## config.mk

```make
export PLATFORM = sky130hd
export DESIGN_NAME = intel_hex_record_parser_core
export DESIGN_NICKNAME = d
export VERILOG_FILES = /design/src/sv/ihex_pkg.sv /design/src/sv/ihex_classifier.sv /design/src/sv/ihex_queue.sv /design/src/sv/ihex_decoder.sv /design/src/sv/intel_hex_record_parser_core.sv
export SDC_FILE = /design/constraint.sdc
export NUM_CORES = 1
export LEC_CHECK = 0
export BUFFER_PORTS_ARGS = -buffer_cell sky130_fd_sc_hd__buf_2
export CAP_MARGIN = 5
export CORE_MARGIN = 2
export CORE_UTILIZATION = 65
export CTS_CLUSTER_DIAMETER = 200
export DETAILED_ROUTE_END_ITERATION = 16
export GPL_TIMING_DRIVEN = 0
export PLACE_DENSITY_LB_ADDON = 0.08
export SYNTH_ARGS = -nofsm -noshare
export SYNTH_HDL_FRONTEND = slang
export SYNTH_HIERARCHICAL = 1
export SYNTH_SLANG_ARGS = --single-unit
```

## constraint.sdc

```tcl
create_clock -name clk -period 7.2 [get_ports clk]
set_clock_uncertainty 0.05 [all_clocks]
set_input_delay 0.36 -clock clk [delete_from_list [all_inputs] [get_ports clk]]
set_output_delay 0.36 -clock clk [all_outputs]
set_load 0.02 [all_outputs]
```

## src/sv/ihex_pkg.sv

```systemverilog
// ----------------------------------------------------------------------------
// ihex_pkg
// shared types and constants for the intel hex record parser
// ----------------------------------------------------------------------------
package ihex_pkg;

    localparam int QDEPTH = 2;
    localparam int QPTR_W = (QDEPTH > 1) ? $clog2(QDEPTH) : 1;
    localparam int QCNT_W = $clog2(QDEPTH + 1);

    localparam int LIMIT_W = 17;
    localparam logic [LIMIT_W-1:0] LIMIT_RESET = 17'd32768;

    localparam logic [7:0] CHAR_COLON = 8'h3A;

    typedef enum logic [1:0] {
        CLS_SPACE,
        CLS_COLON,
        CLS_HEX,
        CLS_OTHER
    } char_class_t;

    typedef struct packed {
        char_class_t cls;
        logic [3:0]  nibble;
        logic [7:0]  code;
    } char_item_t;

    typedef struct packed {
        logic valid;
        logic full;
    } queue_status_t;

    typedef enum logic [2:0] {
        KIND_WRITE,
        KIND_REC_OK,
        KIND_CSUM_ERR,
        KIND_BAD_START,
        KIND_BAD_HEX,
        KIND_WRITE_LIMIT
    } result_kind_t;

endpackage

```

## src/sv/ihex_classifier.sv

```systemverilog
// ----------------------------------------------------------------------------
// ihex_classifier
// sorts an incoming character into whitespace, colon, hex digit or other
// ----------------------------------------------------------------------------
module ihex_classifier (
    input  logic [7:0]          code,
    output ihex_pkg::char_item_t item
);

    always_comb
    begin
        item.code   = code;
        item.nibble = 4'h0;
        item.cls    = ihex_pkg::CLS_OTHER;
        if (code inside {8'h20, [8'h09:8'h0D]})
        begin
            item.cls = ihex_pkg::CLS_SPACE;
        end
        else if (code == ihex_pkg::CHAR_COLON)
        begin
            item.cls = ihex_pkg::CLS_COLON;
        end
        else if (code inside {[8'h30:8'h39]})
        begin
            item.cls    = ihex_pkg::CLS_HEX;
            item.nibble = code[3:0];
        end
        else if (code inside {[8'h41:8'h46], [8'h61:8'h66]})
        begin
            // upper and lower case letters share the low bits
            item.cls    = ihex_pkg::CLS_HEX;
            item.nibble = code[3:0] + 4'd9;
        end
    end

endmodule

```

## src/sv/ihex_queue.sv

```systemverilog
// ----------------------------------------------------------------------------
// ihex_queue
// short queue of classified characters between front and back
// ----------------------------------------------------------------------------
module ihex_queue (
    input  logic                    clk,
    input  logic                    rst_n,
    input  logic                    push,
    input  ihex_pkg::char_item_t    push_item,
    input  logic                    pop,
    output ihex_pkg::char_item_t    head_item,
    output ihex_pkg::queue_status_t status
);

    ihex_pkg::char_item_t entry_reg [ihex_pkg::QDEPTH];
    logic [ihex_pkg::QPTR_W-1:0] wr_ptr_reg, wr_ptr_next;
    logic [ihex_pkg::QPTR_W-1:0] rd_ptr_reg, rd_ptr_next;
    logic [ihex_pkg::QCNT_W-1:0] count_reg, count_next;

    localparam logic [ihex_pkg::QPTR_W-1:0] PTR_LAST = ihex_pkg::QPTR_W'(ihex_pkg::QDEPTH - 1);
    localparam logic [ihex_pkg::QCNT_W-1:0] CNT_FULL = ihex_pkg::QCNT_W'(ihex_pkg::QDEPTH);

    always_comb
    begin
        wr_ptr_next = wr_ptr_reg;
        rd_ptr_next = rd_ptr_reg;
        count_next  = count_reg;
        if (push)
        begin
            wr_ptr_next = (wr_ptr_reg == PTR_LAST) ? '0 : wr_ptr_reg + 1'b1;
        end
        if (pop)
        begin
            rd_ptr_next = (rd_ptr_reg == PTR_LAST) ? '0 : rd_ptr_reg + 1'b1;
        end
        if (push && !pop)
        begin
            count_next = count_reg + 1'b1;
        end
        else if (pop && !push)
        begin
            count_next = count_reg - 1'b1;
        end
    end

    always_ff @(posedge clk or negedge rst_n)
    begin
        if (!rst_n)
        begin
            wr_ptr_reg <= '0;
            rd_ptr_reg <= '0;
            count_reg  <= '0;
        end
        else
        begin
            wr_ptr_reg <= wr_ptr_next;
            rd_ptr_reg <= rd_ptr_next;
            count_reg  <= count_next;
        end
    end

    always_ff @(posedge clk)
    begin
        if (push)
        begin
            entry_reg[wr_ptr_reg] <= push_item;
        end
    end

    assign head_item    = entry_reg[rd_ptr_reg];
    assign status.valid = (count_reg != '0);
    assign status.full  = (count_reg == CNT_FULL);

endmodule

```

## src/sv/ihex_decoder.sv

```systemverilog
// ----------------------------------------------------------------------------
// ihex_decoder
// record state machine, running sum and registered result stage
// ----------------------------------------------------------------------------
module ihex_decoder (
    input  logic                          clk,
    input  logic                          rst_n,
    input  logic [ihex_pkg::LIMIT_W-1:0]  image_limit,
    input  ihex_pkg::queue_status_t       q_status,
    input  ihex_pkg::char_item_t          item,
    output logic                          pop,
    output logic                          out_valid,
    input  logic                          out_ready,
    output ihex_pkg::result_kind_t        out_kind,
    output logic [15:0]                   out_address,
    output logic [7:0]                    out_value
);

    typedef enum logic [2:0] {
        PH_WAIT,
        PH_COUNT,
        PH_ADDR_HI,
        PH_ADDR_LO,
        PH_TYPE,
        PH_DATA,
        PH_CSUM,
        PH_SKIP
    } phase_t;

    phase_t      phase_reg, phase_next;
    logic        low_next_reg, low_next_next;
    logic [3:0]  high_reg, high_next;
    logic [7:0]  count_reg, count_next;
    logic [7:0]  index_reg, index_next;
    logic [15:0] base_reg, base_next;
    logic [7:0]  sum_reg, sum_next;

    logic                   out_valid_reg, out_valid_next;
    ihex_pkg::result_kind_t out_kind_reg, out_kind_next;
    logic [15:0]            out_address_reg, out_address_next;
    logic [7:0]             out_value_reg, out_value_next;

    logic [7:0]  byte_val;
    logic [7:0]  sum_add;
    logic [7:0]  index_inc;
    logic [15:0] write_addr;

    assign pop        = q_status.valid && (!out_valid_reg || out_ready);
    assign byte_val   = {high_reg, item.nibble};
    assign sum_add    = sum_reg + byte_val;
    assign index_inc  = index_reg + 8'd1;
    assign write_addr = base_reg + {8'h00, index_reg};

    always_comb
    begin
        phase_next       = phase_reg;
        low_next_next    = low_next_reg;
        high_next        = high_reg;
        count_next       = count_reg;
        index_next       = index_reg;
        base_next        = base_reg;
        sum_next         = sum_reg;
        out_valid_next   = out_valid_reg && !out_ready;
        out_kind_next    = out_kind_reg;
        out_address_next = out_address_reg;
        out_value_next   = out_value_reg;

        if (pop)
        begin
            case (phase_reg)
                PH_WAIT:
                begin
                    if (item.cls == ihex_pkg::CLS_COLON)
                    begin
                        phase_next    = PH_COUNT;
                        low_next_next = 1'b0;
                        sum_next      = 8'h00;
                        index_next    = 8'h00;
                    end
                    else if (item.cls != ihex_pkg::CLS_SPACE)
                    begin
                        phase_next       = PH_SKIP;
                        out_valid_next   = 1'b1;
                        out_kind_next    = ihex_pkg::KIND_BAD_START;
                        out_address_next = 16'h0000;
                        out_value_next   = item.code;
                    end
                end
                PH_SKIP:
                begin
                    if (item.cls == ihex_pkg::CLS_SPACE)
                    begin
                        phase_next = PH_WAIT;
                    end
                end
                default:
                begin
                    if (item.cls != ihex_pkg::CLS_HEX)
                    begin
                        // whitespace truncates the record, anything else skips to whitespace; both report a bad digit
                        phase_next       = (item.cls == ihex_pkg::CLS_SPACE) ? PH_WAIT : PH_SKIP;
                        low_next_next    = 1'b0;
                        out_valid_next   = 1'b1;
                        out_kind_next    = ihex_pkg::KIND_BAD_HEX;
                        out_address_next = 16'h0000;
                        out_value_next   = item.code;
                    end
                    else if (!low_next_reg)
                    begin
                        high_next     = item.nibble;
                        low_next_next = 1'b1;
                    end
                    else
                    begin
                        low_next_next = 1'b0;
                        sum_next      = sum_add;
                        case (phase_reg)
                            PH_COUNT:
                            begin
                                count_next = byte_val;
                                phase_next = PH_ADDR_HI;
                            end
                            PH_ADDR_HI:
                            begin
                                base_next  = {byte_val, 8'h00};
                                phase_next = PH_ADDR_LO;
                            end
                            PH_ADDR_LO:
                            begin
                                base_next  = {base_reg[15:8], byte_val};
                                phase_next = PH_TYPE;
                            end
                            PH_TYPE:
                            begin
                                phase_next = (count_reg == 8'h00) ? PH_CSUM : PH_DATA;
                            end
                            PH_DATA:
                            begin
                                index_next = index_inc;
                                if (index_inc == count_reg)
                                begin
                                    phase_next = PH_CSUM;
                                end
                                out_valid_next   = 1'b1;
                                out_address_next = write_addr;
                                out_value_next   = byte_val;
                                if ({1'b0, write_addr} >= image_limit)
                                begin
                                    out_kind_next = ihex_pkg::KIND_WRITE_LIMIT;
                                end
                                else
                                begin
                                    out_kind_next = ihex_pkg::KIND_WRITE;
                                end
                            end
                            default:
                            begin
                                phase_next       = PH_SKIP;
                                out_valid_next   = 1'b1;
                                out_address_next = base_reg;
                                out_value_next   = sum_add;
                                out_kind_next    = (sum_add == 8'h00) ? ihex_pkg::KIND_REC_OK
                                                                      : ihex_pkg::KIND_CSUM_ERR;
                            end
                        endcase
                    end
                end
            endcase
        end
    end

    always_ff @(posedge clk or negedge rst_n)
    begin
        if (!rst_n)
        begin
            phase_reg       <= PH_WAIT;
            low_next_reg    <= 1'b0;
            high_reg        <= 4'h0;
            count_reg       <= 8'h00;
            index_reg       <= 8'h00;
            base_reg        <= 16'h0000;
            sum_reg         <= 8'h00;
            out_valid_reg   <= 1'b0;
            out_kind_reg    <= ihex_pkg::KIND_WRITE;
            out_address_reg <= 16'h0000;
            out_value_reg   <= 8'h00;
        end
        else
        begin
            phase_reg       <= phase_next;
            low_next_reg    <= low_next_next;
            high_reg        <= high_next;
            count_reg       <= count_next;
            index_reg       <= index_next;
            base_reg        <= base_next;
            sum_reg         <= sum_next;
            out_valid_reg   <= out_valid_next;
            out_kind_reg    <= out_kind_next;
            out_address_reg <= out_address_next;
            out_value_reg   <= out_value_next;
        end
    end

    assign out_valid   = out_valid_reg;
    assign out_kind    = out_kind_reg;
    assign out_address = out_address_reg;
    assign out_value   = out_value_reg;

endmodule

```

## src/sv/intel_hex_record_parser_core.sv

```systemverilog
// ----------------------------------------------------------------------------
// intel_hex_record_parser_core
// decodes an intel hex character stream into byte writes and record status
//
//   channel   direction  handshake               payload
//   input     in         in_valid / in_ready     char_code
//   output    out        out_valid / out_ready   kind, address, value
//   config    in         cfg_we                  cfg_wdata (image limit)
//
// one character per cycle while the queue has room; a taken character is classified
// into the queue, then decoded into the output register, from which its result is offered
// the two-entry queue lets input take up to two characters while a result waits
// reset clears the parser state, queue and output register; limit is 32768
// ----------------------------------------------------------------------------
module intel_hex_record_parser_core (
    input  logic                         clk,
    input  logic                         rst_n,
    input  logic                         in_valid,
    output logic                         in_ready,
    input  logic [7:0]                   char_code,
    output logic                         out_valid,
    input  logic                         out_ready,
    output logic [2:0]                   kind,
    output logic [15:0]                  address,
    output logic [7:0]                   value,
    input  logic                         cfg_we,
    input  logic [ihex_pkg::LIMIT_W-1:0] cfg_wdata
);

    logic [ihex_pkg::LIMIT_W-1:0] image_limit_reg;
    ihex_pkg::char_item_t         class_item;
    ihex_pkg::char_item_t         head_item;
    ihex_pkg::queue_status_t      q_status;
    ihex_pkg::result_kind_t       out_kind;
    logic                         push;
    logic                         pop;

    always_ff @(posedge clk or negedge rst_n)
    begin
        if (!rst_n)
        begin
            image_limit_reg <= ihex_pkg::LIMIT_RESET;
        end
        else if (cfg_we)
        begin
            image_limit_reg <= cfg_wdata;
        end
    end

    assign in_ready = !q_status.full;
    assign push     = in_valid && in_ready;

    ihex_classifier u_classifier (
        .code (char_code),
        .item (class_item)
    );

    ihex_queue u_queue (
        .clk       (clk),
        .rst_n     (rst_n),
        .push      (push),
        .push_item (class_item),
        .pop       (pop),
        .head_item (head_item),
        .status    (q_status)
    );

    ihex_decoder u_decoder (
        .clk         (clk),
        .rst_n       (rst_n),
        .image_limit (image_limit_reg),
        .q_status    (q_status),
        .item        (head_item),
        .pop         (pop),
        .out_valid   (out_valid),
        .out_ready   (out_ready),
        .out_kind    (out_kind),
        .out_address (address),
        .out_value   (value)
    );

    assign kind = out_kind;

    // accepted characters are held in the queue on the next cycle
    assert property (@(posedge clk) disable iff (!rst_n)
        push |=> q_status.valid)
    else $error("queue empty after a character transaction");

    assert property (@(posedge clk) disable iff (!rst_n)
        (out_valid && (out_kind == ihex_pkg::KIND_WRITE)) |-> ({1'b0, address} < image_limit_reg))
    else $error("data write reported at or above the image limit");

    assert property (@(posedge clk) disable iff (!rst_n)
        (out_valid && (out_kind == ihex_pkg::KIND_WRITE_LIMIT))
            |-> ({1'b0, address} >= image_limit_reg))
    else $error("limit flag raised below the image limit");

    assert property (@(posedge clk) disable iff (!rst_n)
        (out_valid && ((out_kind == ihex_pkg::KIND_BAD_START)
                       || (out_kind == ihex_pkg::KIND_BAD_HEX))) |-> (address == 16'h0000))
    else $error("error transaction carries a non-zero address");

    assert property (@(posedge clk) disable iff (!rst_n)
        pop |-> q_status.valid)
    else $error("decoder popped an empty queue");

endmodule
```

; Word-level counts from Yosys, hierarchy flattened
; Memory sizes are Yosys's and may differ from the RTL's.
; Cells that the tools add are included.
[classes]
n_addsub = 8
n_mul = 0
div_mod_pow = 0
magnitude_cmp = 9
eq_ne = 20
shift = 0
n_mux = 62
n_bitwise = 5
reduce_logical = 40
[ops]
columns = operator, n
row1 = 16-bit case mux with 2 select lines, 3
row2 = 8-bit 2-to-1 mux, 10
row3 = 16-bit 2-to-1 mux, 4
row4 = 8-bit case mux with 2 select lines, 4
row5 = 3-bit 2-to-1 mux, 12
row6 = 5-bit AND reduction, 4
row7 = 3-bit case mux with 2 select lines, 3
row8 = 6-bit AND reduction, 3
row9 = 16-bit by 17-bit greater-or-equal comparator with 1-bit output, 1
row10 = 16-bit by 8-bit adder with 16-bit output, 1
row11 = 8-bit by 6-bit equality test with 1-bit output (second input constant), 2
row12 = 8-bit by 7-bit greater-or-equal comparator with 1-bit output (second input constant), 2
row13 = 8-bit by 7-bit <= comparator with 1-bit output (second input constant), 2
row14 = 8-bit zero test, 2
row15 = 2-bit nonzero test, 8
row16 = 3-bit case mux with 5 select lines, 1
row17 = 1-bit 2-to-1 mux, 13
row18 = 2-bit 2-to-1 mux, 6
row19 = 5-bit 2-to-1 mux, 2
row20 = 3-bit equality test (second input constant), 3
row21 = 1-bit logical AND, 9
row22 = 8-bit by 1-bit adder with 8-bit output (second input constant), 1
row23 = 8-bit adder, 1
row24 = 8-bit equality test, 1
row25 = other kinds (29), 46
[totals]
register_bits = 97
latchBits = 0
mem_bits_rw = 28
mem_bits_ro = 0
in_bits = 30
out_inout_bits = 29
wordCells = 161
memories = 1
[mem_list]
columns = name, depth, width, rd, rd_clocked_by_memory_dff, wr, line_no
row1 = u_queue.entry_reg, 2, 14, 1, 0, 1, ihex_queue.sv:15  ; ihex_pkg::char_item_t entry_reg [ihex_pkg::QDEPTH];

; Depth between registers and ports, before layout
; Gate-level depths: netlist of the first run.
; An unclocked memory read counts as a cell.
[logic_depth]
depth_word = 8
mapped_depth = 17
ltp_nobuf = 17

; By module
; Netlist of the first run, hierarchy kept.
[by_module_without_submodules]
columns = mod, n_inst, cells_per_inst, area_per_inst_um2, seq_area_each_um2
row1 = ihex_decoder, 1, 572, 5097.4, 1901.8
row2 = ihex_queue, 1, 60, 1252.5, 940.9
row3 = intel_hex_record_parser_core, 1, 38, 696.9, 426.7
row4 = ihex_classifier, 1, 47, 349.1, 0.0

; Worst setup path before layout of the first run
; No wires, ideal clock.
[synth_path]
path_type = register -> register
from = register u_decoder.index_reg[0]
to = register u_decoder.out_kind_reg[0] (netlist: u_decoder/out_kind[0])
setup_ps = 126
arrival_time_ps = 3234
required_ps = 7024
path_slack_ps = 3790
path_stages_with_launch = 18
n_path_buf = 0
period_less_slack_ps = 3410
cell_sequence = dfrtp_1 ha_1 inv_1 fa_1 nor2b_1 o21ai_0 a21boi_2 o22ai_2 nor3_1 xor2_1 ha_1 nand4_1 inv_1 a221oi_1 o211ai_1 nor2_1 nor3_1 a221o_1
[synth_between]
elab_chain_cells = 7
[synth_rtl]
columns = element, line_no
row1 = start: declaration, ihex_decoder.sv:34  ; logic [7:0] index_reg, index_next;
row2 = start signal: assignment, ihex_decoder.sv:194  ; index_reg <= index_next;
row3 = 16-bit by 8-bit adder with 16-bit output, ihex_decoder.sv:52  ; assign write_addr = base_reg + {8'h00, index_reg};
row4 = 16-bit by 17-bit greater-or-equal comparator with 1-bit output, ihex_decoder.sv:147  ; if ({1'b0, write_addr} >= image_limit)
row5 = 3-bit 2-to-1 mux, ihex_decoder.sv:147
row6 = 3-bit case mux with 2 select lines, ihex_decoder.sv:117  ; case (phase_reg)
row7 = 3-bit 2-to-1 mux, ihex_decoder.sv:108  ; else if (!low_next_reg)
row8 = 3-bit 2-to-1 mux, ihex_decoder.sv:98  ; if (item.cls != ihex_pkg::CLS_HEX)
row9 = 3-bit case mux with 2 select lines, ihex_decoder.sv:70  ; case (phase_reg)
row10 = end signal: assignment, ihex_decoder.sv:184  ; out_kind_reg <= ihex_pkg::KIND_WRITE;
row11 = end signal: assignment, ihex_decoder.sv:198  ; out_kind_reg <= out_kind_next;
row12 = end: declaration, ihex_decoder.sv:39  ; ihex_pkg::result_kind_t out_kind_reg, out_kind_next;
; Every way passes these cells. The select of a mux whose other input is x is not followed.
; A chain may end at the register's enable or synchronous reset.

; Final worst setup path of the first run
; Same ends and word-level chain as after synthesis.

==> impl_metrics.yaml, run 1 <==
status:
  outcome: "completed"
synth:
  ys.flop_type: "dfrtp_1"
  ys_seq_area_share_pct: 44.2
  synth_area_um2: 7400
  ys_warn_count: 6
  yosys.area.top_type: "dfrtp_1"
  ys_ff_latch: 125
  synth_area_leaders: "dfrtp_1 32%, edfxtp_1 11%, ha_1 6.4%, mux2_2 4.9%, nand2_1 4.5%"
  syn_area_per_cell_um2: 10.3
  async_reset_ff_share_pct: 77.6
  synthDistinctLibCells: 77
  synth_top_cell_area_share_pct: 32.5
  synth_fp_nets: 787
  postSynthCellCount: 717
  synth_edf_count: 28
pwr:
  seq_power_share_pct: 32.5
  power_frac_clock_pct: 23.9
  p_int_mw: 1.93
  p_per_area_nw_per_um2: 383
  power_leakage_nw: 3.96
  peakVddDrop_mv: 0.340
  p_sw_share_pct: 40.1
  combinationalPowerShare_pct: 43.6
  power.switching_mw: 1.29
detailed_routing:
  postRouteAntennaNets: 0
  dr_total_vias: 5788
  routed_wl_mm: 18.1
  drt_iter0_markers: 388
  drcViolationCount: 0
  wire_per_inst_um: 19.2
  firstDrtPassIters: 5
  via_per_inst: 6.12
cts:
  htree_levels: 4
  clock_latency_ns: 0.41
  cts_buffers: 17
  ctsResizeCount: 0
  cts_buffer_depth: 2
  postCtsSetupBuffers: 0
  cts_tree: "yes"
  cts.sinks: 125
  cts_root_buffer: "clkbuf_16"
  clk_pin_slew_worst_paths_ns: 0.05
placed_design:
  place_area_um2: 7880
  place_ws_ns: 3.13
  gp_congestion: 0.914
  dpl.hpwl_mm: 13.0
  numPortBuffers: 56
sta:
  worst_pin_slew_ns: 0.811
  fin_setup_tns_ns: 0
  hold_slack_ns: 0.0813
  fin_crit_ns: 4.11
  hold_viol: 0
  slew_headroom_pct: 45.7
  post-route-period-util_pct: 57.1
  setup_slack_ns: 3.09
  rsz0062_at_grt: "false"
  fmax_mhz: 243
  slew_viol_final: 0
  setup_viol: 0
cells_and_area:
  nFillCells: 742
  antenna_cells: 0
  utilization_pct: 76.8
  nNetsFinal: 865
  largest_reg_flops: 28
  multiInputGateArea_um2: 3750
  seq_area_um2: 3270
  drive_above_1_share_pct: 23.3
  area_delta_synth_final_pct: 14.0
  finish.instance_area_um2: 8430
die:
  die_h_um: 111
  pin_count: 59
  die_x_um: 111
  core_area_um2: 11000
  num_rows: 38
  die_area_um2: 12200
  start_util_pct: 67.3
setup_path:
  r2r-start: "u_decoder/index_reg[0]$_DFFE_PN0P_"
  reg2reg_depth: 17
  cp_slowest_stage_delay_ns: 0.51
  worst-path-buf-inv: 2
  crit_path_end_kind: "flop"
  crit_required_ns: 7.44
  path_depth: 17
  r2r_slack_ns: 3.09
  crit_path_cell_trace: "ha_1 > inv_1 > fa_1 > nor2b_1 > o21ai_0 > a21boi_2 > o22ai_2 > nor3_1 > xor2_1 > ha_1 > nand4_1 > inv_1 > a221oi_1 > o211ai_1 > nor2_1 > nor3_1 > a221o_1"
  critPathSlowestCell: "dfrtp_1"
  worst-setup-path-type: "flop to flop"
  critPathLaunchType: "flop"
  r2r-end: "u_decoder/out_kind[0]$_DFFE_PN0P_"
  path_delay_family: "compound AO/OA/AOI/OAI gates"
  path_max_fanout: 8
  critical_path_arrival_ns: 4.36
grt:
  track_usage_pct: 31.1
  grt_pass1_vias: 5983
  grt_max_degree: 73
  grt_overflow: 0
  grt_pass1_wl_mm: 30.2
  antenna_found_initial: 0
worst_hold_path:
  whs_path_depth: 1
  hold_class: "input pin to flop"
  min_from: "char_code[2]"
  hold_path_end: "u_queue/entry_reg[0][2]$_DFFE_PP_"
flow_run:
  drv_cap: 0
cells by family (layout without fill, tap and decap cells):
group                    Yosys count  in the layout  synth area share [%]
flip-flops                       125            125                  44.2
adder cells (fa/ha/maj)           40             40                  6.97
multiplexers                      58             58                  9.68
AO/OA/AOI/OAI                    152            152                  13.7
XOR/XNOR                          44             44                  5.31
buffers and inverters             71            160                  5.08
AND/OR/NAND/NOR                  227            227                  15.1
cells in the mapped netlist, types with 4 or more instances:
master     n
o21a_1     5
o21ai_0   46
nor4_1     8
inv_1     32
nand3_1   14
nor2_1    48
clkbuf_1  10
a21oi_1   30
nand4_1    8
buf_4     10
and3_1     8
a22o_1     4
o31ai_1   16
mux2_2    32
xor2_1    14
a21o_1     8
a31oi_1    4
ha_1      38
o21ai_1    4
edfxtp_1  28
mux2_4    19
dfrtp_1   96
mux2i_1    7
nor2b_1    9
xnor2_1   29
a211oi_1   7
nor3_1    12
nand2_1   88
nand2b_1   4
and2_1     4
buf_2     13
layout make-up:
class / instances / area share, %
Multi-Input combinational cell: 521 / 44.5
Sequential cell: 125 / 38.8
Clock buffer: 22 / 5.50
Buffer: 39 / 3.03
Tap cell: 140 / 2.08
Timing Repair Buffer: 59 / 3.89
Inverter: 32 / 1.42
Clock inverter: 8 / 0.831
power by group through the flow:
stage | Clock (mW) | Sequential, mW | Combinational (mW)
finish | 0.771 | 1.05 | 1.41
global route | 0.818 | 1.07 | 1.53
CTS | 0.784 | 1.05 | 1.39
detailed placement | 0 | 1.05 | 1.37
global placement | 0 | 1.05 | 1.33
floorplan | 0 | 1.06 | 0.967
how the worst max path moves through the flow:
stage,from,slack (ns),endpoint
detailed placement,u_decoder/index_reg[0]$_DFFE_PN0P_,3.13,u_decoder/out_kind[0]$_DFFE_PN0P_
CTS,u_decoder/index_reg[0]$_DFFE_PN0P_,3.13,u_decoder/out_kind[0]$_DFFE_PN0P_
global placement,u_decoder/index_reg[0]$_DFFE_PN0P_,3.24,u_decoder/out_kind[0]$_DFFE_PN0P_
finish,u_decoder/index_reg[0]$_DFFE_PN0P_,3.09,u_decoder/out_kind[0]$_DFFE_PN0P_
global route,u_decoder/index_reg[0]$_DFFE_PN0P_,2.92,u_decoder/out_kind[0]$_DFFE_PN0P_
floorplan,u_decoder/index_reg[0]$_DFFE_PN0P_,3.79,u_decoder/out_kind[0]$_DFFE_PN0P_
metal layers:
| metal | wire length [µm] | GRT usage [%] | part of all wire (%) |
|---|---|---|---|
| met1 | 7390 | 37.6 | 41 |
| met2 | 9120 | 52.3 | 50 |
| met3 | 1060 | 8.58 | 5.8 |
| met4 | 570 | 13.4 | 3.1 |
| met5 | 0 | 0 | 0 |
through the flow:
stage                     instances  total power, mW
final                           946             3.23
after global routing            946             3.42
after CTS                       945             3.22
after detailed placement        914             2.43
after global placement          913             2.37
after floorplan                 717             2.03
what timing repair did:
action / in CTS / in global routing
hold buffers: 1 / 0
endpoints found under the setup margin: 0 / 0
hold endpoints to repair: 24 / 0
cell usage in the layout, fill, tap and decap left out, types with 12 or more instances in the layout:
cell type  netlist  final
a21oi_1         30     30
clkbuf_16        0     17
buf_4           10     12
nor3_1          12     12
mux2_2          32     32
o31ai_1         16     16
nor2_1          48     48
mux2_4          19     19
inv_1           32     32
dfrtp_1         96     96
clkbuf_1        10     13
o21ai_0         46     46
nand3_1         14     14
edfxtp_1        28     28
ha_1            38     38
xnor2_1         29     29
xor2_1          14     14
buf_2           13     68
nand2_1         88     88
worst reg2reg max path: stages, from the launching register on:
cell,delay (ns)
dfrtp_1,0.51
ha_1,0.22
inv_1,0.06
fa_1,0.41
nor2b_1,0.12
o21ai_0,0.13
a21boi_2,0.23
o22ai_2,0.23
nor3_1,0.28
xor2_1,0.18
ha_1,0.26
nand4_1,0.18
inv_1,0.06
a221oi_1,0.37
o211ai_1,0.20
nor2_1,0.13
nor3_1,0.05
a221o_1,0.32
Power figures use the tool's default switching activity.
==> run 2, diff against run 1 <==
--- a/config.mk
+++ b/config.mk
@@ -8,7 +8,7 @@
 export BUFFER_PORTS_ARGS = -buffer_cell sky130_fd_sc_hd__buf_2
 export CAP_MARGIN = 5
 export CORE_MARGIN = 2
-export CORE_UTILIZATION = 65
+export CORE_UTILIZATION = 61
 export CTS_CLUSTER_DIAMETER = 200
 export DETAILED_ROUTE_END_ITERATION = 16
 export GPL_TIMING_DRIVEN = 0
==> constraint.sdc (replaced) <==
create_clock -name clk -period 3.92 [get_ports clk]
set_clock_uncertainty 0.05 [all_clocks]
set_input_delay 0.196 -clock clk [delete_from_list [all_inputs] [get_ports clk]]
set_output_delay 0.196 -clock clk [all_outputs]
set_load 0.02 [all_outputs]
==> run 2 against run 1 <==
Routed wire length increased by 1.1%. Highest routed layer unchanged. Critical endpoint unchanged. Hold slack got worse by 0.039 ns. Utilization decreased by 2.4 points. Via count increased by 1.0%. Critical path type unchanged. Clock power increased by 140%.
==> impl_metrics.yaml, run 2 (synthesis results as in run 1) <==
pwr:
  seq_power_share_pct: 30.2
  peakVddDrop_mv: 0.683
  power_leakage_nw: 4.11
  p_int_mw: 3.94
  p_sw_share_pct: 37.9
  p_per_area_nw_per_um2: 716
  power.switching_mw: 2.41
  power_frac_clock_pct: 28.9
  combinationalPowerShare_pct: 40.9
cells_and_area:
  nNetsFinal: 888
  area_delta_synth_final_pct: 19.8
  final_common_cell: "dfrtp_1"
  largest_reg_flops: 28
  drive_above_1_share_pct: 24.8
  layout_common_cells: "93 x dfrtp_1, 88 x nand2_1, 68 x buf_2, 47 x nor2_1, 44 x o21ai_0"
  antenna_cells: 0
placed_design:
  place_ws_ns: -0.217
  gp_congestion: 0.870
  dpl.hpwl_mm: 12.6
  numPortBuffers: 56
die:
  die_h_um: 114
  die_x_um: 114
  num_rows: 40
  core_area_um2: 11900
  pin_count: 59
  die_area_um2: 13000
  start_util_pct: 62.1
setup_path:
  worst-path-buf-inv: 1
  crit_path_cell_trace: "ha_1 > a21o_1 > a21oi_2 > a21oi_1 > o21a_1 > o21a_1 > xor2_1 > ha_1 > nand4_1 > inv_1 > a221oi_2 > o211ai_1 > nor2_1 > nor3_1 > a221o_1"
  crit_required_ns: 4.17
  cp_slowest_stage_delay_ns: 0.47
  worst-setup-path-type: "flop to flop"
  path_delay_family: "compound AO/OA/AOI/OAI gates"
  crit_path_end_kind: "flop"
  critical_path_arrival_ns: 4.06
  critPathSlowestCell: "dfrtp_2"
  critPathLaunchType: "flop"
  path_max_fanout: 8
grt:
  track_usage_pct: 29.5
  grt_pass1_wl_mm: 29.3
  grt_pass1_vias: 5868
  grt_overflow: 0
  antenna_found_initial: 0
  grt_max_degree: 63
cts:
  clock_latency_ns: 0.42
  cts_buffer_depth: 2
  htree_levels: 4
  clk_pin_slew_worst_paths_ns: 0.06
  cts.sinks: 125
  cts_root_buffer: "clkbuf_16"
  cts_buffers: 17
  cts_tree: "yes"
sta:
  hold_viol: 0
  fmax_mhz: 262
  setup_slack_ns: 0.109
  worst_pin_slew_ns: 1.20
  fin_setup_tns_ns: 0
  setup_viol: 0
  post-route-period-util_pct: 97.2
  fin_crit_ns: 3.81
  slew_viol_final: 0
  hold_slack_ns: 0.0421
  slew_headroom_pct: 19.9
flow_run:
  drv_cap: 0
detailed_routing:
  drt_iter0_markers: 499
  via_per_inst: 5.98
  routed_wl_mm: 18.3
  wire_per_inst_um: 18.7
  firstDrtPassIters: 5
  drcViolationCount: 0
  postRouteAntennaNets: 0
  dr_total_vias: 5848
worst_hold_path:
  hold_class: "input pin to flop"
status:
  outcome: "completed"
[run 2: cell count changes in the layout (fill, tap and decap cells not counted), sizes merged]
| cell | previous run | this run |
|---|---|---|
| clkinvlp | 2 | 5 |
| dlygate4sd3 | 1 | 19 |
| buf | 87 | 92 |
| clkinv | 5 | 3 |
| bufinv | 1 | 7 |
| clkbuf | 32 | 27 |
[run 2: worst reg2reg max path, stage by stage (launching register included)]
cell	delay, ns
dfrtp_2	0.47
ha_1	0.38
a21o_1	0.22
a21oi_2	0.23
a21oi_1	0.13
o21a_1	0.23
o21a_1	0.19
xor2_1	0.19
ha_1	0.27
nand4_1	0.20
inv_1	0.09
a221oi_2	0.35
o211ai_1	0.21
nor2_1	0.13
nor3_1	0.05
a221o_1	0.32
[run 2: worst paths after layout]
kind / slack [ns] / depth (start not counted) / to / startpoint
worst max-delay path: 0.11 / 15 / u_decoder/out_kind[0]$_DFFE_PN0P_ / u_decoder/index_reg[3]$_DFFE_PN0P_
worst min-delay path: 0.04 / 2 / image_limit_reg[1]$_DFFE_PN0P_ / cfg_we
worst max register to register: 0.11 / 15 / u_decoder/out_kind[0]$_DFFE_PN0P_ / u_decoder/index_reg[3]$_DFFE_PN0P_
worst min register to register: 0.42 / 1 / u_decoder/out_value[3]$_DFFE_PN0P_ / u_decoder/out_value[3]$_DFFE_PN0P_
max in group asynchronous: 2.86 / 3 / image_limit_reg[15]$_DFFE_PN1P_ / rst_n
min in group asynchronous: 0.26 / 2 / image_limit_reg[3]$_DFFE_PN0P_ / rst_n
[run 2: what timing repair did]
item	4_1_cts	5_1_grt
hold buffers	19	0
endpoints found under the hold margin	54	0
resized for setup	5	7
endpoints found under the setup margin	2	2
pin swaps	1	6
buffers inserted	1	5
[run 2: final cells by class]
type | count | area (µm²)
multi-input cells | 521 | 3790
plain buffers | 39 | 255
flip-flops and latches | 125 | 3270
repair buffers | 82 | 546
inverters | 32 | 120
clock buffers | 17 | 425
fillers | 842 | 3050
well taps | 147 | 184
clock inverters | 15 | 269
[run 2: power groups by stage]
| stage | Sequential [mW] | Combinational [mW] | Clock [mW] |
|---|---|---|---|
| floorplan | 1.95 | 1.78 | 0 |
| global placement | 1.92 | 2.43 | 0 |
| detailed placement | 1.94 | 2.51 | 0 |
| CTS | 1.92 | 2.55 | 1.85 |
| global route | 1.96 | 2.82 | 1.93 |
| finish | 1.92 | 2.60 | 1.83 |
[run 2: through the flow]
step           power [mW]  instance area, µm²  utilization (%)  instances
2_1_floorplan        3.72                7400                -        717
3_3_place_gp         4.36                7860             66.0        920
3_5_place_dp         4.45                7890             66.2        921
4_1_cts              6.32                8810             74.0        973
5_1_grt              6.70                8860             74.4        978
6_report             6.35                8860             74.4        978
[run 2: per-layer routing]
layer  vias up  routed length [µm]  global-route usage [%]
met5         -                   0                       0
met4         0                 634                    12.3
met3        51                1090                    7.09
met2       219                9090                    50.8
met1      2815                7520                    35.5
li1       2763                   -                       -
==> run 3, diff against run 2 <==
--- a/config.mk
+++ b/config.mk
@@ -12,7 +12,7 @@
 export CTS_CLUSTER_DIAMETER = 200
 export DETAILED_ROUTE_END_ITERATION = 16
 export GPL_TIMING_DRIVEN = 0
-export PLACE_DENSITY_LB_ADDON = 0.08
+export PLACE_DENSITY = 0.84
 export SYNTH_ARGS = -nofsm -noshare
 export SYNTH_HDL_FRONTEND = slang
 export SYNTH_HIERARCHICAL = 1
==> constraint.sdc (replaced) <==
create_clock -name clk -period 3.92 [get_ports clk]
set_clock_uncertainty 0.05 [all_clocks]
set_input_delay 0 -clock clk [delete_from_list [all_inputs] [get_ports clk]]
set_output_delay 0 -clock clk [all_outputs]
set_load 0.02 [all_outputs]
==> run 3 against run 2 <==
Register-to-register slack about the same. Non-clock buffer count rose by 20. Global-route usage is 0.49 points higher. Clock power down 20%. Critical path type unchanged. Largest cell class unchanged. Largest power group unchanged.
==> impl_metrics.yaml, run 3 (synthesis results as in run 1) <==
cells_and_area:
  area_delta_synth_final_pct: 20.5
  nNetsFinal: 908
  layout_common_cells: "94 x dfrtp_1, 88 x nand2_1, 68 x buf_2, 47 x nor2_1, 45 x o21ai_0"
  instances_no_fill: 998
  nFillCells: 767
  multiInputGateArea_um2: 3780
  largest_reg_flops: 28
  drive_above_1_share_pct: 22.9
  final_common_cell: "dfrtp_1"
  antenna_cells: 0
  seq_area_um2: 3270
setup_path:
  critPathLaunchType: "flop"
  crit_required_ns: 4.17
  path_max_fanout: 7
  worst-setup-path-type: "flop to flop"
  crit_path_end_kind: "flop"
  reg2reg_depth: 17
  critical_path_arrival_ns: 4.06
cts:
  htree_levels: 4
  clock_latency_ns: 0.42
  cts_tree: "yes"
  cts_buffer_depth: 2
  cts_buffers: 17
  cts_root_buffer: "clkbuf_16"
  cts.sinks: 125
  clk_pin_slew_worst_paths_ns: 0.05
detailed_routing:
  routed_wl_mm: 18.8
  dr_total_vias: 5951
  firstDrtPassIters: 5
  drcViolationCount: 0
  wire_per_inst_um: 18.8
  drt_iter0_markers: 510
  via_per_inst: 5.96
  postRouteAntennaNets: 0
die:
  die_area_um2: 13000
  die_x_um: 114
  pin_count: 59
  core_area_um2: 11900
  die_h_um: 114
  start_util_pct: 62.1
  num_rows: 40
sta:
  hold_slack_ns: 0.0813
  hold_viol: 0
  slew_headroom_pct: 20.6
  post-route-period-util_pct: 97.2
  fmax_mhz: 262
  fin_crit_ns: 3.81
  slew_viol_final: 0
  rsz0062_at_grt: "false"
  setup_viol: 0
  worst_pin_slew_ns: 1.19
flow_run:
  drv_cap: 0
pwr:
  peakVddDrop_mv: 0.555
  p_per_area_nw_per_um2: 678
  power_leakage_nw: 4.14
placed_design:
  numPortBuffers: 56
  gp_congestion: 0.929
  dpl.hpwl_mm: 12.7
  dp_cells: 921
grt:
  antenna_found_initial: 0
  grt_max_degree: 64
  grt_pass1_vias: 6087
  grt_overflow: 0
  grt_pass1_wl_mm: 30.0
  track_usage_pct: 30.0
worst_hold_path:
  hold_class: "input pin to asynchronous set/reset pin"
status:
  outcome: "completed"
==> run 3: cell types whose count changed in the layout (fill, tap and decap cells not counted), sizes merged <==
| cell | before | now |
|---|---|---|
| clkbuf | 27 | 32 |
| dlygate4sd3 | 19 | 41 |
| clkinv | 3 | 7 |
| clkinvlp | 5 | 1 |
| buf | 92 | 90 |
| bufinv | 7 | 2 |
==> run 3: cell type report <==
class	instances	share of cell area [%]
buffer	39	2.86
sequential	125	36.7
tap	147	2.06
inverter	32	1.35
clock inverter	10	1.11
clock buffer	22	4.99
multi-input combinational	521	42.5
timing repair buffer	102	8.43
==> run 3: critical path, cell delays in order (launching register included) <==
cell      delay, ns
dfrtp_1        0.37
ha_1           0.17
inv_1          0.05
fa_1           0.40
nor2b_1        0.15
o21ai_1        0.10
a21boi_2       0.26
o22ai_4        0.16
nor3_2         0.17
xor2_1         0.24
ha_1           0.29
nand4_1        0.16
inv_1          0.08
a221oi_2       0.29
o211ai_1       0.20
nor2_1         0.15
nor3_1         0.06
a221o_1        0.33
==> run 3: worst paths after layout <==
path	from	endpoint	slack (ns)
max	u_decoder/base_reg[0]$_DFFE_PN0P_	u_decoder/out_kind[0]$_DFFE_PN0P_	0.11
min	rst_n	image_limit_reg[1]$_DFFE_PN0P_	0.08
max reg2reg	u_decoder/base_reg[0]$_DFFE_PN0P_	u_decoder/out_kind[0]$_DFFE_PN0P_	0.11
min reg2reg	u_decoder/out_value[4]$_DFFE_PN0P_	u_decoder/out_value[4]$_DFFE_PN0P_	0.42
max in group asynchronous	rst_n	u_decoder/base_reg[10]$_DFFE_PN0P_	3.05
min in group clk	char_code[2]	u_queue/entry_reg[0][2]$_DFFE_PP_	0.29
==> run 3: stage by stage <==
stage          total power, mW  worst slack, ns  area, µm²  setup TNS, ns  util, %
6_report                  6.04            0.110       8910              0     74.8
5_1_grt                   6.36           0.0114       8910              0     74.8
4_1_cts                   5.98           0.0363       8860              0     74.4
3_5_place_dp              4.45           -0.270       7890         -0.392     66.2
3_3_place_gp              4.33          -0.0666       7860        -0.0666     66.0
2_1_floorplan             3.72            0.510       7400              0        -
==> run 3: per-layer routing <==
layer / share of wire (%) / GRT usage [%]
met2: 51 / 52.0
met1: 41 / 35.7
met5: 0 / 0
met4: 2.7 / 14.6
met3: 5.6 / 6.03
==> run 3: power breakdown <==
group / switching (mW) / internal [mW] / total, mW
clock: 0.544 / 0.921 / 1.47
combinational: 1.62 / 1.04 / 2.65
sequential: 0.250 / 1.67 / 1.92
==> run 3: repair_timing <==
item / in CTS / in global routing
pin swaps: 1 / 9
gates resized for setup: 4 / 5
setup endpoints to repair: 2 / 2
hold endpoints to repair: 136 / 1
buffers inserted: 1 / 3
hold buffers: 40 / 1
